**config.mk**
```make
export PLATFORM = sky130hd
export DESIGN_NAME = restriction_site_digester_flat
export DESIGN_NICKNAME = d
export VERILOG_FILES = /design/src/rtl/core/rsd_pkg.sv /design/src/rtl/core/rsd_req_if.sv /design/src/rtl/core/rsd_rsp_if.sv /design/src/rtl/core/rsd_csr_if.sv /design/src/rtl/core/rsd_csr_regs.sv /design/src/rtl/core/rsd_frag_core.sv /design/src/rtl/core/rsd_result_queue.sv /design/src/rtl/core/restriction_site_digester.sv /design/src/flat_wrapper.sv
export SDC_FILE = /design/constraint.sdc
export NUM_CORES = 2
export LEC_CHECK = 0
export ABC_AREA = 1
export BUFFER_PORTS_ARGS = -buffer_cell sky130_fd_sc_hd__clkbuf_2
export CORE_MARGIN = 8
export CORE_UTILIZATION = 60
export CTS_BUF_LIST = sky130_fd_sc_hd__clkbuf_4 sky130_fd_sc_hd__clkbuf_8
export CTS_CLUSTER_DIAMETER = 150
export DETAILED_ROUTE_END_ITERATION = 8
export HOLD_SLACK_MARGIN = 0.1
export PLACE_DENSITY = 0.76
export SLEW_MARGIN = 20
export SYNTH_ARGS = -nofsm -noshare
export SYNTH_HDL_FRONTEND = slang
export SYNTH_SLANG_ARGS = --single-unit
```
**constraint.sdc**
```tcl
create_clock -name clock -period 28.7 [get_ports clock]
set_clock_uncertainty 0.2 [all_clocks]
set_input_delay 2.87 -clock clock [delete_from_list [all_inputs] [get_ports clock]]
set_output_delay 2.87 -clock clock [all_outputs]
set_load 0.03 [all_outputs]
```
**src/rtl/core/rsd_pkg.sv**
```systemverilog
`default_nettype none

package rsd_pkg;

   // configuration register indexes
   localparam int CSR_IDX_W = 2;

   typedef enum logic [CSR_IDX_W-1:0] {
      CSR_SITE_PATTERN = 2'd0,
      CSR_SITE_LENGTH  = 2'd1,
      CSR_CUT_SHIFT    = 2'd2
   } rsd_csr_idx_type;

   // reset values of the configuration registers ("GATC", length 4, offset 0)
   localparam logic [63:0] SITE_PATTERN_RST = 64'h0000_0000_4354_4147;
   localparam logic [3:0]  SITE_LENGTH_RST  = 4'd4;
   localparam logic [3:0]  CUT_SHIFT_RST    = 4'd0;

   // result queue depth and pointer widths
   localparam int RQ_DEPTH = 4;
   localparam int RQ_PTR_W = 2;
   localparam int RQ_CNT_W = 3;

   typedef struct packed {
      logic [63:0] site_pattern;
      logic [3:0]  site_length;
      logic [3:0]  cut_shift;
   } rsd_cfg_type;

   typedef struct packed {
      logic [31:0] fragment_id;
      logic [15:0] fragment_contig;
      logic [31:0] fragment_start;
      logic [31:0] fragment_end;
      logic        last_in_run;
   } rsd_result_type;

   // up to two results pushed per processed item, in order
   typedef struct packed {
      logic [1:0]     count;
      rsd_result_type res0;
      rsd_result_type res1;
   } rsd_push_type;

endpackage

`default_nettype wire

```
**src/rtl/core/rsd_req_if.sv**
```systemverilog
`default_nettype none

interface rsd_req_if;
   logic        valid;
   logic        ready;
   logic [7:0]  base_byte;
   logic        has_base;
   logic        end_of_contig;
   logic [15:0] contig_number;

   modport source (output valid, base_byte, has_base, end_of_contig, contig_number,
                   input ready);
   modport sink (input valid, base_byte, has_base, end_of_contig, contig_number,
                 output ready);
endinterface

`default_nettype wire

```
**src/rtl/core/rsd_rsp_if.sv**
```systemverilog
`default_nettype none

interface rsd_rsp_if;
   logic        valid;
   logic        ready;
   logic [31:0] fragment_id;
   logic [15:0] fragment_contig;
   logic [31:0] fragment_start;
   logic [31:0] fragment_end;
   logic        last_in_run;

   modport source (output valid, fragment_id, fragment_contig, fragment_start,
                   fragment_end, last_in_run, input ready);
   modport sink (input valid, fragment_id, fragment_contig, fragment_start,
                 fragment_end, last_in_run, output ready);
endinterface

`default_nettype wire

```
**src/rtl/core/rsd_csr_if.sv**
```systemverilog
`default_nettype none

interface rsd_csr_if;
   logic                         valid;
   logic                         ready;
   logic [rsd_pkg::CSR_IDX_W-1:0] index;
   logic [63:0]                  data;

   modport source (output valid, index, data, input ready);
   modport sink (input valid, index, data, output ready);
endinterface

`default_nettype wire

```
**src/rtl/core/rsd_csr_regs.sv**
```systemverilog
`default_nettype none

module rsd_csr_regs (
   input  wire logic           clock,
   input  wire logic           reset,
   rsd_csr_if.sink             csr_bus,
   output rsd_pkg::rsd_cfg_type cfg
);

   rsd_pkg::rsd_cfg_type cfg_ff;
   rsd_pkg::rsd_cfg_type cfg_in;

   assign csr_bus.ready = 1'b1;
   assign cfg = cfg_ff;

   always_comb begin
      cfg_in = cfg_ff;
      if (csr_bus.valid) begin
         case (csr_bus.index)
            rsd_pkg::CSR_SITE_PATTERN: cfg_in.site_pattern = csr_bus.data;
            rsd_pkg::CSR_SITE_LENGTH:  cfg_in.site_length  = csr_bus.data[3:0];
            rsd_pkg::CSR_CUT_SHIFT:    cfg_in.cut_shift    = csr_bus.data[3:0];
            default:                   cfg_in = cfg_ff;
         endcase
      end
   end

   always_ff @(posedge clock) begin
      if (reset) begin
         cfg_ff.site_pattern <= rsd_pkg::SITE_PATTERN_RST;
         cfg_ff.site_length  <= rsd_pkg::SITE_LENGTH_RST;
         cfg_ff.cut_shift    <= rsd_pkg::CUT_SHIFT_RST;
      end else begin
         cfg_ff <= cfg_in;
      end
   end

endmodule

`default_nettype wire

```
**src/rtl/core/rsd_frag_core.sv**
```systemverilog
`default_nettype none

module rsd_frag_core #(
   parameter int MAX_SITE_LEN = 8,
   parameter int POS_WIDTH    = 32
) (
   input  wire logic                 clock,
   input  wire logic                 reset,
   rsd_req_if.sink                   req_bus,
   input  wire rsd_pkg::rsd_cfg_type cfg,
   input  wire logic                 room,
   output rsd_pkg::rsd_push_type     push
);

   localparam int WIN_W = MAX_SITE_LEN * 8;
   localparam int CNT_W = $clog2(MAX_SITE_LEN + 1);

   // input register
   logic        in_valid_ff;
   logic [7:0]  in_byte_ff;
   logic        in_has_base_ff;
   logic        in_eoc_ff;
   logic [15:0] in_contig_ff;

   // per-contig and global state
   logic [WIN_W-1:0]     window_ff, window_in;
   logic [CNT_W-1:0]     seen_ff, seen_in;
   logic [POS_WIDTH-1:0] pos_ff, pos_in;
   logic [POS_WIDTH-1:0] start_ff, start_in;
   logic [31:0]          counter_ff, counter_in;

   logic advance;
   logic emit_cut;
   logic emit_tail;
   logic [POS_WIDTH-1:0] cut;

   assign advance       = in_valid_ff & room;
   assign req_bus.ready = ~in_valid_ff | room;

   always_comb begin
      logic [CNT_W-1:0]     len;
      logic [CNT_W-1:0]     diff;
      logic [WIN_W-1:0]     recent;
      logic                 mismatch;
      logic                 match;
      logic [POS_WIDTH-1:0] lenm1;
      logic [POS_WIDTH-1:0] p;
      logic [POS_WIDTH:0]   cut_sum;
      logic [POS_WIDTH:0]   pos_sum;
      logic [31:0]          id1;

      // clamp the site length to 1..MAX_SITE_LEN
      if (cfg.site_length == 4'd0) begin
         len = CNT_W'(1);
      end else if (cfg.site_length > 4'(MAX_SITE_LEN)) begin
         len = CNT_W'(MAX_SITE_LEN);
      end else begin
         len = CNT_W'(cfg.site_length);
      end

      window_in = window_ff;
      seen_in   = seen_ff;
      pos_in    = pos_ff;
      start_in  = start_ff;

      // newest byte enters at the top
      if (in_has_base_ff) begin
         window_in = WIN_W'({in_byte_ff, window_ff} >> 8);
         if (seen_ff < CNT_W'(MAX_SITE_LEN)) begin
            seen_in = seen_ff + CNT_W'(1);
         end
      end

      // masked compare of the most recent len bytes
      diff     = CNT_W'(MAX_SITE_LEN) - len;
      recent   = window_in >> {diff, 3'b000};
      mismatch = 1'b0;
      for (int k = 0; k < MAX_SITE_LEN; k++) begin
         if ((CNT_W'(k) < len) && (recent[8*k +: 8] != cfg.site_pattern[8*k +: 8])) begin
            mismatch = 1'b1;
         end
      end
      match = in_has_base_ff & (seen_in >= len) & ~mismatch;

      // site start and saturating cut position
      lenm1   = POS_WIDTH'(len) - POS_WIDTH'(1);
      p       = (pos_ff >= lenm1) ? (pos_ff - lenm1) : '0;
      cut_sum = {1'b0, p} + (POS_WIDTH + 1)'(cfg.cut_shift);
      cut     = cut_sum[POS_WIDTH] ? '1 : cut_sum[POS_WIDTH-1:0];

      emit_cut = match & (cut > start_ff);
      if (match) begin
         start_in = cut;
      end

      pos_sum = {1'b0, pos_ff} + (POS_WIDTH + 1)'(1);
      if (in_has_base_ff) begin
         pos_in = pos_sum[POS_WIDTH] ? '1 : pos_sum[POS_WIDTH-1:0];
      end

      // tail fragment, or the empty fragment of an empty contig
      emit_tail = in_eoc_ff & ((start_in < pos_in) | (pos_in == '0));

      id1 = emit_cut ? (counter_ff + 32'd1) : counter_ff;

      push.count = {1'b0, emit_cut} + {1'b0, emit_tail};

      push.res0.fragment_id     = counter_ff;
      push.res0.fragment_contig = in_contig_ff;
      push.res0.fragment_start  = emit_cut ? 32'(start_ff) : 32'(start_in);
      push.res0.fragment_end    = emit_cut ? 32'(cut) : 32'(pos_in);
      push.res0.last_in_run     = ~(emit_cut & emit_tail);

      push.res1.fragment_id     = id1;
      push.res1.fragment_contig = in_contig_ff;
      push.res1.fragment_start  = 32'(start_in);
      push.res1.fragment_end    = 32'(pos_in);
      push.res1.last_in_run     = 1'b1;

      if (~advance) begin
         push.count = 2'd0;
      end

      counter_in = counter_ff + 32'(push.count);

      if (in_eoc_ff) begin
         window_in = '0;
         seen_in   = '0;
         pos_in    = '0;
         start_in  = '0;
      end
   end

   always_ff @(posedge clock) begin
      if (reset) begin
         in_valid_ff <= 1'b0;
      end else if (req_bus.ready) begin
         in_valid_ff <= req_bus.valid;
      end
   end

   always_ff @(posedge clock) begin
      if (req_bus.ready && req_bus.valid) begin
         in_byte_ff     <= req_bus.base_byte;
         in_has_base_ff <= req_bus.has_base;
         in_eoc_ff      <= req_bus.end_of_contig;
         in_contig_ff   <= req_bus.contig_number;
      end
   end

   always_ff @(posedge clock) begin
      if (reset) begin
         window_ff  <= '0;
         seen_ff    <= '0;
         pos_ff     <= '0;
         start_ff   <= '0;
         counter_ff <= '0;
      end else if (advance) begin
         window_ff  <= window_in;
         seen_ff    <= seen_in;
         pos_ff     <= pos_in;
         start_ff   <= start_in;
         counter_ff <= counter_in;
      end
   end

endmodule

`default_nettype wire

```
**src/rtl/core/rsd_result_queue.sv**
```systemverilog
`default_nettype none

module rsd_result_queue (
   input  wire logic                  clock,
   input  wire logic                  reset,
   input  wire rsd_pkg::rsd_push_type push,
   output logic                       room,
   rsd_rsp_if.source                  rsp_bus
);

   rsd_pkg::rsd_result_type entry_ff [rsd_pkg::RQ_DEPTH];

   logic [rsd_pkg::RQ_PTR_W-1:0] wr_ptr_ff, wr_ptr_in;
   logic [rsd_pkg::RQ_PTR_W-1:0] rd_ptr_ff, rd_ptr_in;
   logic [rsd_pkg::RQ_CNT_W-1:0] count_ff, count_in;
   logic [rsd_pkg::RQ_PTR_W-1:0] wr_next;
   logic                         pop;
   rsd_pkg::rsd_result_type      head;

   // room for two beats regardless of this cycle's pop
   assign room    = count_ff <= rsd_pkg::RQ_CNT_W'(rsd_pkg::RQ_DEPTH - 2);
   assign pop     = rsp_bus.valid & rsp_bus.ready;
   assign wr_next = wr_ptr_ff + rsd_pkg::RQ_PTR_W'(1);
   assign head    = entry_ff[rd_ptr_ff];

   assign rsp_bus.valid           = count_ff != '0;
   assign rsp_bus.fragment_id     = head.fragment_id;
   assign rsp_bus.fragment_contig = head.fragment_contig;
   assign rsp_bus.fragment_start  = head.fragment_start;
   assign rsp_bus.fragment_end    = head.fragment_end;
   assign rsp_bus.last_in_run     = head.last_in_run;

   always_comb begin
      wr_ptr_in = wr_ptr_ff + rsd_pkg::RQ_PTR_W'(push.count);
      rd_ptr_in = rd_ptr_ff + rsd_pkg::RQ_PTR_W'(pop);
      count_in  = count_ff + rsd_pkg::RQ_CNT_W'(push.count) - rsd_pkg::RQ_CNT_W'(pop);
   end

   always_ff @(posedge clock) begin
      if (reset) begin
         wr_ptr_ff <= '0;
         rd_ptr_ff <= '0;
         count_ff  <= '0;
      end else begin
         wr_ptr_ff <= wr_ptr_in;
         rd_ptr_ff <= rd_ptr_in;
         count_ff  <= count_in;
      end
   end

   always_ff @(posedge clock) begin
      if (push.count != 2'd0) begin
         entry_ff[wr_ptr_ff] <= push.res0;
      end
      if (push.count == 2'd2) begin
         entry_ff[wr_next] <= push.res1;
      end
   end

endmodule

`default_nettype wire

```
**src/rtl/core/restriction_site_digester.sv**
```systemverilog
// restriction_site_digester: streaming in-silico restriction digest
//
// req channel: one beat per sequence byte (has_base), end_of_contig marks the
//   last beat of a contig; a beat with neither has no effect
// rsp channel: one beat per fragment (id, contig, start, end), last_in_run set
//   on the last fragment caused by one request beat; each request beat gives
//   zero, one or two fragments
// csr channel: always ready; writes site pattern, site length and cut shift; the
//   user must write only while the block is idle, which the block does not enforce
// flow: an accepted request beat lands in the input register, is processed
//   into the result queue once it has room; its fragments leave from the head
// throughput: one request beat per cycle while the queue has room; the result
//   queue drains one fragment per cycle; two-fragment beats pace input to that
// reset: state and fragment ids cleared, site back to GATC, length 4, offset 0
// stall: a stalled rsp fills the four-entry result queue; once fewer than two
//   entries are free the input register holds and req ready drops
`default_nettype none

module restriction_site_digester #(
   parameter int MAX_SITE_LEN = 8,
   parameter int POS_WIDTH    = 32
) (
   input  wire logic clock,
   input  wire logic reset,
   rsd_req_if.sink   req_bus,
   rsd_rsp_if.source rsp_bus,
   rsd_csr_if.sink   csr_bus
);

   rsd_pkg::rsd_cfg_type  cfg;
   rsd_pkg::rsd_push_type push;
   logic                  room;

   // configuration registers
   rsd_csr_regs u_csr (
      .clock   (clock),
      .reset   (reset),
      .csr_bus (csr_bus),
      .cfg     (cfg)
   );

   // input register, site match and fragment bookkeeping
   rsd_frag_core #(
      .MAX_SITE_LEN (MAX_SITE_LEN),
      .POS_WIDTH    (POS_WIDTH)
   ) u_core (
      .clock   (clock),
      .reset   (reset),
      .req_bus (req_bus),
      .cfg     (cfg),
      .room    (room),
      .push    (push)
   );

   // fragment queue toward the rsp channel
   rsd_result_queue u_queue (
      .clock   (clock),
      .reset   (reset),
      .push    (push),
      .room    (room),
      .rsp_bus (rsp_bus)
   );

endmodule

`default_nettype wire

```
**src/flat_wrapper.sv**
```systemverilog
// flat-port wrapper written by rule: the top's interface ports become plain ports
module restriction_site_digester_flat 
#(
   parameter int MAX_SITE_LEN = 8,
   parameter int POS_WIDTH    = 32
)
  (clock, reset, req_bus_valid, req_bus_base_byte, req_bus_has_base, req_bus_end_of_contig, req_bus_contig_number, req_bus_ready, rsp_bus_valid, rsp_bus_fragment_id, rsp_bus_fragment_contig, rsp_bus_fragment_start, rsp_bus_fragment_end, rsp_bus_last_in_run, rsp_bus_ready, csr_bus_valid, csr_bus_index, csr_bus_data, csr_bus_ready);
  rsd_req_if req_bus_i ();
  rsd_rsp_if rsp_bus_i ();
  rsd_csr_if csr_bus_i ();
  input  wire logic clock;
  input  wire logic reset;
  input wire logic [$bits(req_bus_i.valid)-1:0] req_bus_valid;
  input wire logic [$bits(req_bus_i.base_byte)-1:0] req_bus_base_byte;
  input wire logic [$bits(req_bus_i.has_base)-1:0] req_bus_has_base;
  input wire logic [$bits(req_bus_i.end_of_contig)-1:0] req_bus_end_of_contig;
  input wire logic [$bits(req_bus_i.contig_number)-1:0] req_bus_contig_number;
  output wire logic [$bits(req_bus_i.ready)-1:0] req_bus_ready;
  output wire logic [$bits(rsp_bus_i.valid)-1:0] rsp_bus_valid;
  output wire logic [$bits(rsp_bus_i.fragment_id)-1:0] rsp_bus_fragment_id;
  output wire logic [$bits(rsp_bus_i.fragment_contig)-1:0] rsp_bus_fragment_contig;
  output wire logic [$bits(rsp_bus_i.fragment_start)-1:0] rsp_bus_fragment_start;
  output wire logic [$bits(rsp_bus_i.fragment_end)-1:0] rsp_bus_fragment_end;
  output wire logic [$bits(rsp_bus_i.last_in_run)-1:0] rsp_bus_last_in_run;
  input wire logic [$bits(rsp_bus_i.ready)-1:0] rsp_bus_ready;
  input wire logic [$bits(csr_bus_i.valid)-1:0] csr_bus_valid;
  input wire logic [$bits(csr_bus_i.index)-1:0] csr_bus_index;
  input wire logic [$bits(csr_bus_i.data)-1:0] csr_bus_data;
  output wire logic [$bits(csr_bus_i.ready)-1:0] csr_bus_ready;
  assign req_bus_i.valid = req_bus_valid;
  assign req_bus_i.base_byte = req_bus_base_byte;
  assign req_bus_i.has_base = req_bus_has_base;
  assign req_bus_i.end_of_contig = req_bus_end_of_contig;
  assign req_bus_i.contig_number = req_bus_contig_number;
  assign req_bus_ready = req_bus_i.ready;
  assign rsp_bus_valid = rsp_bus_i.valid;
  assign rsp_bus_fragment_id = rsp_bus_i.fragment_id;
  assign rsp_bus_fragment_contig = rsp_bus_i.fragment_contig;
  assign rsp_bus_fragment_start = rsp_bus_i.fragment_start;
  assign rsp_bus_fragment_end = rsp_bus_i.fragment_end;
  assign rsp_bus_last_in_run = rsp_bus_i.last_in_run;
  assign rsp_bus_i.ready = rsp_bus_ready;
  assign csr_bus_i.valid = csr_bus_valid;
  assign csr_bus_i.index = csr_bus_index;
  assign csr_bus_i.data = csr_bus_data;
  assign csr_bus_ready = csr_bus_i.ready;
  restriction_site_digester #(.MAX_SITE_LEN(MAX_SITE_LEN), .POS_WIDTH(POS_WIDTH)) u_core (.clock(clock), .reset(reset), .req_bus(req_bus_i), .rsp_bus(rsp_bus_i), .csr_bus(csr_bus_i));
endmodule
```
==> impl_metrics.tcl <==
set metrics [dict create \
    run_status "finished, final reports clean" \
    power_leakage_nw 18.46 \
    ys_types 58 \
    post_cts_buffers 0 \
    synth_area_leaders "edfxtp_1 (34%), dfxtp_1 (12%), nand2_1 (10%), nor2_1 (6.3%), o21ai_0 (6.1%)" \
    fin_crit_ns 13.78 \
    core_sq_um 69790 \
    drive_above_1_share 0.09937 \
    final_common_cell "nand2_1" \
    crit_cells 53 \
    netlist_area_sq_um 42120 \
    hold_viol 0 \
    start_util 0.6035 \
    cts_hold_buf 0 \
    clock_path_buffers 3 \
    cp.arrival_ns 14.19 \
    stdcell_area_sq_um 46220 \
    drt-pass1-iter-count 6 \
    die_w_um 280.9 \
    synth_ff_type "edfxtp_1" \
    r2r_slack_ns 14.92 \
    fill_cells 6091 \
    dr_wl_met3_mm 15.87 \
    setup_viol 0 \
    post-route-period-util 0.4800 \
    routabilityCongestion 1.021 \
    cp_slowest_cell "nand2_4" \
    antenna_left 0 \
    met1_length_mm 56.17 \
    postPlaceCellArea_sq_um 43640 \
    ys_seq_area_frac 0.4559 \
    hold_depth 2 \
    timing.rr.start "u_core.u_csr.cfg[7]$_SDFFE_PP0P_" \
    clkSlewWorstSetupHoldPaths_ns 0.07 \
    final_core_util 0.6623 \
    grt_pass1_wl_mm 214.3 \
    synthArstFlopShare 0 \
    ys_warn_count 0 \
    rsz0062_at_grt "false" \
    yosysTopAreaCellShare 0.3380 \
    min_from "u_core.u_csr.cfg[69]$_SDFFE_PP0P_" \
    r2r_cells 53 \
    r2r_end "u_core.u_queue.entry_ff[2][71]$_DFFE_PP_" \
    synth_edf_count 474 \
    required_ns 29.11 \
    io_buffers 211 \
    hp-class "reg2reg" \
    max_stage_delay_ns 0.81 \
    clock_latency_ns 0.79 \
    powerDensity_nw_per_um2 63.35 \
    cp_num_buf_inv 13 \
    routed.top_layer "met4" \
    final_cell_mix "nand2_1 (1148), nor2_1 (705), o21ai_0 (511)" \
    drc 0 \
    overflow 0 \
    ir_drop_v 0.00004594 \
    fin_nets 5789 \
    io_pins 213 \
    first_global_vias 37231 \
    tritoncts "yes" \
    fmax_mhz 72.59 \
    cts_num_sinks 722 \
    endpoint_kind "register" \
    crit_type "reg2reg" \
    drv_cap 0 \
    fin_setup_tns_ns 0 \
    grt.total_usage 0.3439 \
    wl_per_cell_um 21.22 \
    path_delay_family "simple AND/OR/NAND/NOR gates" \
    grt_max_degree 138 \
    routed_wl_mm 140.4 \
    path_common_cell "nor2_1" \
    worst_setup_path_start_kind "register" \
    cts_inserted_buffers 119 \
    routed_via_density 6.121 \
    ctsHtreeMaxLevel 3 \
    yosys_register_bits 722 \
    antenna_found_initial 1 \
    post_cts_resized 0 \
    whs_endpoint "u_core.u_csr.cfg[69]$_SDFFE_PP0P_" \
    dr_total_vias 40500 \
    dieHeight_um 280.9 \
    synth.largest_area_cell "edfxtp_1" \
    relSlewSlack 0.2826 \
    slew_viol_final 0 \
    wl_met2_mm 62.71 \
    clockRootBuffer "clkbuf_8" \
    syn_inst 5465 \
    die-area_sq_um 78930 \
    worst_slew_pin_slew_ns 1.070 \
    num_rows 97 \
    syn_to_final_growth_pct 9.748 \
    avgSynthCellArea_sq_um 7.706 \
    cp_max_fo 86 \
    drt_iter0_markers 5094 \
    hpwl_mm 95.76 \
]
[worst max path at each step]
stage,from,to,slack (ns)
after floorplan,u_core.u_csr.cfg[7]$_SDFFE_PP0P_,u_core.u_queue.entry_ff[3][71]$_DFFE_PP_,17.69
after global placement,u_core.u_csr.cfg[7]$_SDFFE_PP0P_,u_core.u_queue.entry_ff[2][66]$_DFFE_PP_,15.52
after detailed placement,u_core.u_csr.cfg[7]$_SDFFE_PP0P_,u_core.u_queue.entry_ff[2][71]$_DFFE_PP_,15.15
after CTS,u_core.u_csr.cfg[7]$_SDFFE_PP0P_,u_core.u_queue.entry_ff[2][71]$_DFFE_PP_,15.15
after global routing,u_core.u_csr.cfg[7]$_SDFFE_PP0P_,u_core.u_queue.entry_ff[2][71]$_DFFE_PP_,13.71
final,u_core.u_csr.cfg[7]$_SDFFE_PP0P_,u_core.u_queue.entry_ff[2][71]$_DFFE_PP_,14.92
[synthesized netlist by cell type (4+ instances only)]
cell	n
a21oi_1	246
a22oi_1	42
a31oi_1	5
buf_1	16
buf_2	40
buf_4	14
buf_6	4
clkbuf_1	224
clkinv_1	11
dfxtp_1	248
edfxtp_1	474
fa_1	4
ha_1	116
inv_1	502
inv_2	14
nand2_1	1158
nand2_2	8
nand2_4	6
nand3_1	309
nand3_2	6
nand3b_1	25
nand4_1	63
nor2_1	706
nor2_2	9
nor2_4	6
nor3_1	71
nor3b_1	4
nor4_1	23
o211ai_1	10
o21a_1	6
o21ai_0	513
o21ai_1	46
o21ai_2	4
o21bai_1	8
o221ai_1	4
o22ai_1	397
or2_2	11
xnor2_1	15
xor2_1	67
[worst register-to-register path, delay by kind of cell (launching register included)]
kind	cells	cell delay, ns
simple gates	32	6.98
buf+inv	13	3.88
fa+ha+maj	5	1.62
flops	1	0.48
compound gates	2	0.31
xor+xnor	1	0.15
[layer usage]
metal  GRT usage  vias up
met5           0        -
met2      0.5345     2332
li1            -    18944
met1      0.4726    18889
met4      0.1352        0
met3     0.06748      335
[power breakdown]
group | leakage [nW] | total (W) | switching (W) | internal (W)
Clock | 1.37 | 0.000971 | 0.000447 | 0.000524
Combinational | 10.5 | 0.000794 | 0.000603 | 0.000191
Sequential | 6.59 | 0.00116 | 0.0000334 | 0.00113
Total | 18.5 | 0.00293 | 0.00108 | 0.00184
[final cells by class]
| cell class | count | area [sq um] | share of cell area |
|---|---|---|---|
| Sequential cell | 722 | 19210 | 0.4155 |
| Timing Repair Buffer | 259 | 1419 | 0.03070 |
| Clock buffer | 178 | 2162 | 0.04678 |
| Multi-Input combinational cell | 3943 | 19860 | 0.4296 |
| Antenna cell | 1 | 2.502 | 0.00005414 |
| Tap cell | 940 | 1176 | 0.02545 |
| Clock inverter | 47 | 412.9 | 0.008933 |
| Inverter | 527 | 1987 | 0.04299 |
[per-stage QoR]
step	instances	hold slack, ns	setup slack [ns]	power, W
after floorplan	5494	0.2349	17.69	0.001717
after global placement	6391	0.2529	15.52	0.001962
after detailed placement	6391	0.2578	15.15	0.001971
after CTS	6616	0.2674	15.15	0.002925
after global routing	6617	0.2899	13.71	0.003036
final	6617	0.2647	14.92	0.002928
[registers in the layout, summed over array words and instances, names as in the netlist, 4 cells and up]
name,cells
u_core.u_csr.cfg,72
u_core.u_core.in_contig_ff,16
u_core.u_core.seen_ff,4
u_core.u_queue.entry_ff,452
u_core.u_core.counter_ff,32
u_core.u_core.start_ff,32
u_core.u_core.window_ff,64
u_core.u_core.pos_ff,32
u_core.u_core.in_byte_ff,8
[logic make-up after synthesis]
kind of cell / synth area share
muxes: 0.0002674
AOI/OAI and AO/OA: 0.1715
adders and majority gates: 0.03636
and+or+nand+nor: 0.2401
xor gates and xnor gates: 0.01783
other: 0.00008904
buffers and inverters: 0.07796
DFF: 0.4559
Note: power is estimated with default switching activity, not from simulation.
